==> src/hw/rtl/hct_pkg.sv <==
// Package: widths, constants and control structs of the divisor-count block
`timescale 1ns / 1ps

package hct_pkg;

	localparam int VALUE_BITS = 12;
	// trial divisor reaches floor(sqrt(n)) + 1
	localparam int I_BITS     = VALUE_BITS / 2 + 1;
	// remainder unit also divides by the sieve step
	localparam int D_BITS     = (I_BITS > 6) ? I_BITS : 6;
	localparam int SQ_BITS    = VALUE_BITS + 1;
	localparam int CNT_BITS   = VALUE_BITS / 2 + 2;
	localparam int COUNT_BITS = 7;
	localparam int SAT_BITS   = (CNT_BITS > COUNT_BITS) ? CNT_BITS : COUNT_BITS;
	localparam int CMP_BITS   = (VALUE_BITS > 6) ? VALUE_BITS : 6;
	localparam int BIT_BITS   = $clog2(VALUE_BITS);

	localparam logic [COUNT_BITS-1:0] COUNT_MAX  = COUNT_BITS'(127);
	localparam logic [CMP_BITS-1:0]   SIEVE_STEP = CMP_BITS'(60);
	localparam logic [D_BITS-1:0]     SIEVE_DIV  = D_BITS'(60);

	typedef struct packed {
		logic                  start;
		logic [VALUE_BITS-1:0] dividend;
		logic [D_BITS-1:0]     divisor;
	} rem_req_t;

	typedef struct packed {
		logic              done;
		logic [D_BITS-1:0] rem;
	} rem_rsp_t;

	typedef struct packed {
		logic                  start;
		logic [VALUE_BITS-1:0] value;
		logic [CNT_BITS-1:0]   limit;
		logic                  use_limit;
	} cnt_req_t;

	typedef struct packed {
		logic                done;
		logic [CNT_BITS-1:0] count;
		logic                hit;
	} cnt_rsp_t;

endpackage

==> src/hw/rtl/hct_divcnt.sv <==
// Divisor counter: walks trial divisors up to sqrt(n) over the remainder unit
`timescale 1ns / 1ps

module hct_divcnt (
	input  logic              clk,
	input  logic              arst_n,
	input  hct_pkg::cnt_req_t req,
	output hct_pkg::cnt_rsp_t rsp,
	output hct_pkg::rem_req_t rem_req,
	input  hct_pkg::rem_rsp_t rem_rsp
);
	import hct_pkg::*;

	typedef enum logic [1:0] {
		ST_IDLE,
		ST_CHECK,
		ST_WAIT
	} state_t;

	state_t                state_q;
	logic [VALUE_BITS-1:0] value_q;
	logic [CNT_BITS-1:0]   limit_q;
	logic                  use_limit_q;
	logic [I_BITS-1:0]     i_q;
	logic [SQ_BITS-1:0]    sq_q;
	logic [CNT_BITS-1:0]   cnt_q;
	logic                  done_q;

	logic                in_range;
	logic [CNT_BITS-1:0] cnt_next;

	assign in_range = sq_q <= SQ_BITS'(value_q);
	// a square root divisor pairs with itself
	assign cnt_next = cnt_q + ((sq_q == SQ_BITS'(value_q)) ? CNT_BITS'(1) : CNT_BITS'(2));

	assign rem_req.start    = (state_q == ST_CHECK) && in_range;
	assign rem_req.dividend = value_q;
	assign rem_req.divisor  = D_BITS'(i_q);

	always_ff @(posedge clk or negedge arst_n) begin
		if (!arst_n) begin
			state_q     <= ST_IDLE;
			value_q     <= '0;
			limit_q     <= '0;
			use_limit_q <= 1'b0;
			i_q         <= '0;
			sq_q        <= '0;
			cnt_q       <= '0;
			done_q      <= 1'b0;
		end else begin
			done_q <= 1'b0;
			case (state_q)
				ST_IDLE: begin
					if (req.start) begin
						value_q     <= req.value;
						limit_q     <= req.limit;
						use_limit_q <= req.use_limit;
						i_q         <= I_BITS'(1);
						sq_q        <= SQ_BITS'(1);
						cnt_q       <= '0;
						state_q     <= ST_CHECK;
					end
				end
				ST_CHECK: begin
					if (in_range) begin
						state_q <= ST_WAIT;
					end else begin
						done_q  <= 1'b1;
						state_q <= ST_IDLE;
					end
				end
				ST_WAIT: begin
					if (rem_rsp.done) begin
						if (rem_rsp.rem == '0) begin
							cnt_q <= cnt_next;
						end
						// stop early once the count reaches the limit
						if (rem_rsp.rem == '0 && use_limit_q && cnt_next >= limit_q) begin
							done_q  <= 1'b1;
							state_q <= ST_IDLE;
						end else begin
							i_q     <= i_q + 1'b1;
							sq_q    <= sq_q + SQ_BITS'({i_q, 1'b1});
							state_q <= ST_CHECK;
						end
					end
				end
				default: begin
					state_q <= ST_IDLE;
				end
			endcase
		end
	end

	assign rsp.done  = done_q;
	assign rsp.count = cnt_q;
	assign rsp.hit   = use_limit_q && (cnt_q >= limit_q);

endmodule

==> config.mk <==
export PLATFORM = sky130hd
export DESIGN_NAME = hct_divcnt
export DESIGN_NICKNAME = d
export VERILOG_FILES = /design/src/hw/rtl/hct_pkg.sv /design/src/hw/rtl/hct_divcnt.sv
export SDC_FILE = /design/constraint.sdc
export NUM_CORES = 1
export LEC_CHECK = 0
export ABC_AREA = 1
export BUFFER_PORTS_ARGS = -buffer_cell sky130_fd_sc_hd__buf_2
export CAP_MARGIN = 40
export CORE_UTILIZATION = 50
export DETAILED_ROUTE_END_ITERATION = 6
export HOLD_SLACK_MARGIN = 0.15
export PLACE_DENSITY = 0.75
export RECOVER_POWER = 100
export SYNTH_ARGS = -nofsm -noshare
export SYNTH_HDL_FRONTEND = slang
export SYNTH_SLANG_ARGS = --single-unit
==> constraint.sdc <==
create_clock -name clk -period 3.55 [get_ports clk]
set_input_delay 0.5325 -clock clk [delete_from_list [all_inputs] [get_ports clk]]
set_output_delay 0.5325 -clock clk [all_outputs]
set_load 0.01 [all_outputs]
==> Yosys cells after proc, flatten, opt, wreduce, memory -nomap -nowiden <==
Cells that the tools add are included.
{ "totals": {"out_inout_bits": 30, "ff_bits": 52, "input_bits": 32} }
{ "classes": {"n_lt_le_gt_ge": 3, "add_sub_neg": 3, "n_mux": 22, "reduce_logical": 11, "eq_ne": 7} }
{ "op_table": {"columns": ["op", "count"], "rows": [
  ["$mux W13", 3],
  ["$pmux W13 S2", 1],
  ["$mux W8", 3],
  ["$mux W7", 3],
  ["$ge A8 B8 Y1", 2],
  ["$pmux W8 S2", 1],
  ["$pmux W7 S2", 1],
  ["$add A13 B8 Y13", 1],
  ["$eq A13 B12 Y1", 1],
  ["$le A13 B12 Y1", 1],
  ["$add A8 B2 Y8", 1],
  ["$mux W2", 4],
  ["$ne A2 B2 Y1 const B", 4],
  ["$reduce_and A4 Y1", 2],
  ["$add A7 B1 Y7 const B", 1],
  ["$logic_not A7 Y1", 1],
  ["$pmux W2 S3", 1],
  ["$logic_and A1 B1 Y1", 4],
  ["$mux W1", 4],
  ["$reduce_and A2 Y1", 2],
  ["$eq A2 B1 Y1 const B", 1],
  ["$eq A2 B2 Y1 const B", 1],
  ["$logic_not A2 Y1", 1],
  ["$pmux W1 S2", 1],
  ["$reduce_bool A2 Y1", 1]
]} }

==> Longest topological paths before layout <==
{ "logic_depth": {"depth_word": 8, "depth_mapped": 24, "mapped_depth_nobuf": 23} }

==> Worst setup path after synthesis <==
Ideal clock, no wire load.
{ "synth_timing": {"path_kind": "reg-to-reg", "start": "register value_q[11]", "end": "register sq_q[3]", "stages_incl_launch_ff": 23, "arrival_time_ps": 3553, "synth_period_minus_slack_ps": 3674, "n_path_buf": 1, "required_ps": 3428, "setup_slack_ps": -124, "cell_sequence": "dfrtp_1 > inv_1 > ha_1 > nand2_1 > nor2_1 > nand4_1 > nor3_1 > ha_1 > inv_1 > fa_1 > inv_1 > nand3_1 > nand3b_1 > xor2_1 > inv_1 > ha_1 > nand2_1 > o21a_1 > nand2_1 > nand2_1 > nand3_2 > buf_6 > o21ai_2"} }
{ "synth_between": {"elab_chain_cells": 7} }
{ "synth_rtl": {"columns": ["element", "line_no", "rtl"], "rows": [
  ["start, declared", "hct_divcnt.sv:21", "logic [VALUE_BITS-1:0] value_q;"],
  ["start signal, assigned", "hct_divcnt.sv:55", "value_q <= req.value;"],
  ["$eq A13 B12 Y1", "hct_divcnt.sv:34", "assign cnt_next = cnt_q + ((sq_q == SQ_BITS'(value_q)) ? CNT_BITS'(1) : CNT_BITS'(2));"],
  ["$mux W2", "hct_divcnt.sv:34", null],
  ["$add A8 B2 Y8", "hct_divcnt.sv:34", null],
  ["$ge A8 B8 Y1", "hct_divcnt.sv:78", "if (rem_rsp.rem == '0 && use_limit_q && cnt_next >= limit_q) begin"],
  ["$logic_and A1 B1 Y1", "hct_divcnt.sv:78", null],
  ["$ne A2 B2 Y1 (no line)", null, null],
  ["$reduce_and A4 Y1 (no line)", null, null],
  ["end signal, assigned", "hct_divcnt.sv:83", "sq_q <= sq_q + SQ_BITS'({i_q, 1'b1});"],
  ["end, declared", "hct_divcnt.sv:25", "logic [SQ_BITS-1:0] sq_q;"]
]} }
No other way between the ends.
A chain may end at the register's enable or synchronous reset.

==> Worst setup path in the final report <==
{ "layout_timing": {"start": "register sq_q[10]", "end": "register sq_q[8]"} }
{ "layout_between": {"elab_chain_cells": 7} }
{ "layout_rtl": {"columns": ["element", "line_no"], "rows": [
  ["$eq A13 B12 Y1", "hct_divcnt.sv:34"],
  ["$mux W2", "hct_divcnt.sv:34"],
  ["$add A8 B2 Y8", "hct_divcnt.sv:34"],
  ["$ge A8 B8 Y1", "hct_divcnt.sv:78"],
  ["$logic_and A1 B1 Y1", "hct_divcnt.sv:78"],
  ["$ne A2 B2 Y1 (no line)", null],
  ["$reduce_and A4 Y1 (no line)", null]
]} }
No other way between the ends.

==> flow_summary_export.csv <==
group,metric,value,unit
route,remaining_drc_errors,0,
place,hpwlAfterDp,6.38,mm
floorplan,initial_core_util,0.528,
sta,hold_slack,0.337,ns
clock_network,clock_sinks,52,
power_and_ir_drop,sw_frac_of_total,0.439,
floorplan,die_width,87.4,um
sta,clock_skew,0.00723,ns
floorplan,coreArea,6910,sq um
grt,initial_antenna_violation_count,0,
final_layout,most_common_library_cell_in_the_layout_ignoring_fill_and_taps,"sky130_fd_sc_hd__nand2_1",
sta,timing.final.max_slew_violations,0,
yosys,syn-cell-area,3640,sq um
power_and_ir_drop,intPower,0.00139,W
sta,timing.fmax,281,MHz
clock_network,cts_made_buffers,5,
grt,grt_max_degree,27,
critical_path,cp.arrival,3.80,ns
final_layout,fraction_of_final_layout_cells_sized_beyond_drive_strength_1,0.240,
critical_path,internal_reg_to_reg_setup_slack,-0.01,ns
route,first_iter_violations,128,
critical_path,reg2reg_depth,22,
route,ant_nets,0,
floorplan,chipHeight,87.4,um
final_layout,area_growth,22.5,%
clock_network,cts_tree,"yes",
final_layout,total_area_of_multi_input_combinational_cells,2190,sq um
sta,post-route-min-period,3.56,ns
sta,setup_repair_after_global_routing_missed_its_margin,"yes",
sta,finalSetupViolCount,7,
route,drt_first_pass_iters,4,
clock_network,clock_path_buffers,2,
status,failed_checks,"negative setup slack",
grt,grt.overflow.total,0,
final_layout,number_of_nets_in_the_finished_design,625,
final_layout,final-seq-area,1300,sq um
grt,grt.total_usage,0.226,
yosys,post_synthesis_sequential_element_count,52,
route,routed_wl,8.63,mm
route,detail_route.wl_per_cell,13.4,um
power_and_ir_drop,cellLeakagePower,2.37,nW
yosys,avg_synthesized_cell_area,7.82,sq um
worst_hold_path,holdCritPathClass,"primary input to asynchronous set/reset pin",
yosys,post_synthesis_cells,466,
critical_path,r2r-end,"sq_q[8]",
critical_path,end_kind,"register",
power_and_ir_drop,pwr_density_cell,555,nW/um^2
power_and_ir_drop,vdd_ir_max,0.000290,V
grt,grt_pass1_wl,13.5,mm
critical_path,worst_r2r_startpoint,"sq_q[10]",
yosys,synth_edf_count,0,
final_layout,antenna_cells,0,
route,detail_route.vias_per_cell,5.15,
clock_network,clkTransAtPathRegs,0.09,ns
yosys,async_flop_share,1.00,
route,via_count,3322,
final_layout,final_core_util,0.647,
place,gp_congestion,0.870,
yosys,ys_warnings,0,
power_and_ir_drop,power_frac_comb,0.527,
grt,grt_pass1_vias,3099,
yosys,net_count_after_synthesis,542,
sta,worst_margin_slew,1.40,ns
place,post_placement_cell_count,627,
critical_path,worst_ep_required_time,3.78,ns
sta,final_hold_viol_count,0,
clock_network,ctsRootBufferMaster,"sky130_fd_sc_hd__clkbuf_8",
floorplan,floorplan.rows,30,
final_layout,fillCellCount,611,
power_and_ir_drop,seq_power_share,0.341,
clock_network,cts.hold.buffers_added,0,
status,outcome,"finished, violations left",
yosys,yosys.cell_types.count,35,
floorplan,boundaryPins,62,
flow_run,cap_viol_max_count,0,
power_and_ir_drop,p_switching,0.00109,W
yosys,ys.flop_type,"sky130_fd_sc_hd__dfrtp_1",
clock_network,htree_levels,2,
critical_path,worst_setup_path_start_kind,"register",
sta,max-slew-margin-rel,0.0699,
place,port_buffers,61,
sta,final_critical_path_setup_slack,-0.0116,ns
clock_network,worst_skew_pair.late_latency,0.31,ns
critical_path,timing.critical_path.fanout_max,5,
final_layout,mostFrequentLayoutCells,"sky130_fd_sc_hd__nand2_1 (96), sky130_fd_sc_hd__inv_1 (61), sky130_fd_sc_hd__dfrtp_1 (52)",
critical_path,type_of_the_worst_setup_path,"register to register",
sta,post-route-period-util,1.00,
final_layout,finalNonFillerCells,645,
floorplan,area_of_the_die,7640,sq um
power_and_ir_drop,power.clock.fraction,0.132,
yosys,ys_seq_area_frac,0.357,
-- synthesized netlist by cell type (2+ instances only) --
cell	number	area, sq um
sky130_fd_sc_hd__inv_1	66	248
sky130_fd_sc_hd__mux2_2	2	22.5
sky130_fd_sc_hd__dfrtp_1	52	1300
sky130_fd_sc_hd__fa_1	2	40.0
sky130_fd_sc_hd__and2_1	2	12.5
sky130_fd_sc_hd__nand3_1	25	125
sky130_fd_sc_hd__nor2_1	41	154
sky130_fd_sc_hd__a21oi_1	31	155
sky130_fd_sc_hd__xnor2_1	6	52.6
sky130_fd_sc_hd__o21ai_1	2	10.0
sky130_fd_sc_hd__or2_2	2	12.5
sky130_fd_sc_hd__clkbuf_1	2	7.51
sky130_fd_sc_hd__xor2_1	10	87.6
sky130_fd_sc_hd__nand3b_1	5	37.5
sky130_fd_sc_hd__ha_1	42	526
sky130_fd_sc_hd__o21ai_2	11	96.3
sky130_fd_sc_hd__nor3_1	3	15.0
sky130_fd_sc_hd__o21ai_0	18	90.1
sky130_fd_sc_hd__buf_6	4	45.0
sky130_fd_sc_hd__nand2_1	119	447
sky130_fd_sc_hd__nand4_1	7	43.8
-- kinds of logic after synthesis --
family / share of synthesized area
simple gates: 0.249
buf+inv: 0.0879
mux: 0.00618
compound gates: 0.106
xor+xnor: 0.0384
fa+ha+maj: 0.155
flops: 0.357
-- power by group through the flow --
stage / sequential, W / clock, W / combinational [W]
after detailed placement: 0.000847 / 0 / 0.00110
final: 0.000844 / 0.000326 / 0.00131
after CTS: 0.000837 / 0.000334 / 0.00111
after floorplan: 0.000871 / 0 / 0.000752
after global routing: 0.000862 / 0.000363 / 0.00145
after global placement: 0.000840 / 0 / 0.00106
-- through the flow --
stage / setup WS [ns] / total power [W] / setup TNS, ns / area (sq um)
detailed placement: -0.0454 / 0.00195 / -0.320 / 4140
floorplan: 0.0123 / 0.00162 / 0 / 3660
finish: -0.0116 / 0.00248 / -0.0316 / 4470
global route: -0.262 / 0.00268 / -4.87 / 4470
global placement: 0.0765 / 0.00190 / 0 / 4120
CTS: 0.00176 / 0.00228 / 0 / 4220
-- flip-flops by register name, summed over array words and instances, names as in the netlist --
signal       cells
sq_q            13
value_q         12
cnt_q            8
limit_q          8
i_q              7
state_q          2
done_q           1
use_limit_q      1
-- worst max-delay path by stage --
| stage | start | slack, ns | to |
|---|---|---|---|
| after floorplan | value_q[11] | 0.01 | sq_q[3] |
| after global placement | value_q[11] | 0.08 | sq_q[11] |
| after detailed placement | value_q[11] | -0.05 | i_q[0] |
| after CTS | value_q[11] | 0.002 | sq_q[12] |
| after global routing | sq_q[10] | -0.26 | i_q[4] |
| final | sq_q[10] | -0.01 | sq_q[8] |
-- worst max-delay path: stages (launching register included) --
cell,delay (ns)
sky130_fd_sc_hd__dfrtp_1,0.43
sky130_fd_sc_hd__ha_4,0.30
sky130_fd_sc_hd__nand2_4,0.05
sky130_fd_sc_hd__nor2_4,0.11
sky130_fd_sc_hd__nand4_1,0.10
sky130_fd_sc_hd__nor3_2,0.20
sky130_fd_sc_hd__ha_2,0.23
sky130_fd_sc_hd__inv_2,0.04
sky130_fd_sc_hd__fa_2,0.37
sky130_fd_sc_hd__inv_2,0.06
sky130_fd_sc_hd__nand3_2,0.06
sky130_fd_sc_hd__nand3b_1,0.18
sky130_fd_sc_hd__xor2_1,0.18
sky130_fd_sc_hd__inv_1,0.10
sky130_fd_sc_hd__ha_4,0.27
sky130_fd_sc_hd__nand2_2,0.04
sky130_fd_sc_hd__o21a_1,0.17
sky130_fd_sc_hd__nand2_2,0.10
sky130_fd_sc_hd__nand3_2,0.09
sky130_fd_sc_hd__nand2_4,0.15
sky130_fd_sc_hd__buf_6,0.15
sky130_fd_sc_hd__nand2_1,0.05
sky130_fd_sc_hd__o21ai_1,0.06
-- routing by layer --
layer  share of wire  track usage  up-vias
met5               0            0        -
met1            0.43        0.273     1557
met3           0.046       0.0360       15
met2            0.50        0.415       79
li1                -            -     1671
met4           0.018       0.0611        0
-- final cells by class --
class	count	area share
inverters	67	0.0563
flip-flops and latches	52	0.291
clock buffers	6	0.0163
clock inverters	1	0.00112
multi-input cells	338	0.490
repair buffers	85	0.118
well taps	96	0.0269
-- what timing repair did --
action / CTS / global route
setup endpoints to repair: 19 / 22
buffers inserted: 0 / 6
gates cloned: 0 / 5
gates resized for setup: 1 / 58
endpoints found under the hold margin: 0 / 0
pin swaps: 1 / 13
Power figures use the tool's default switching activity.
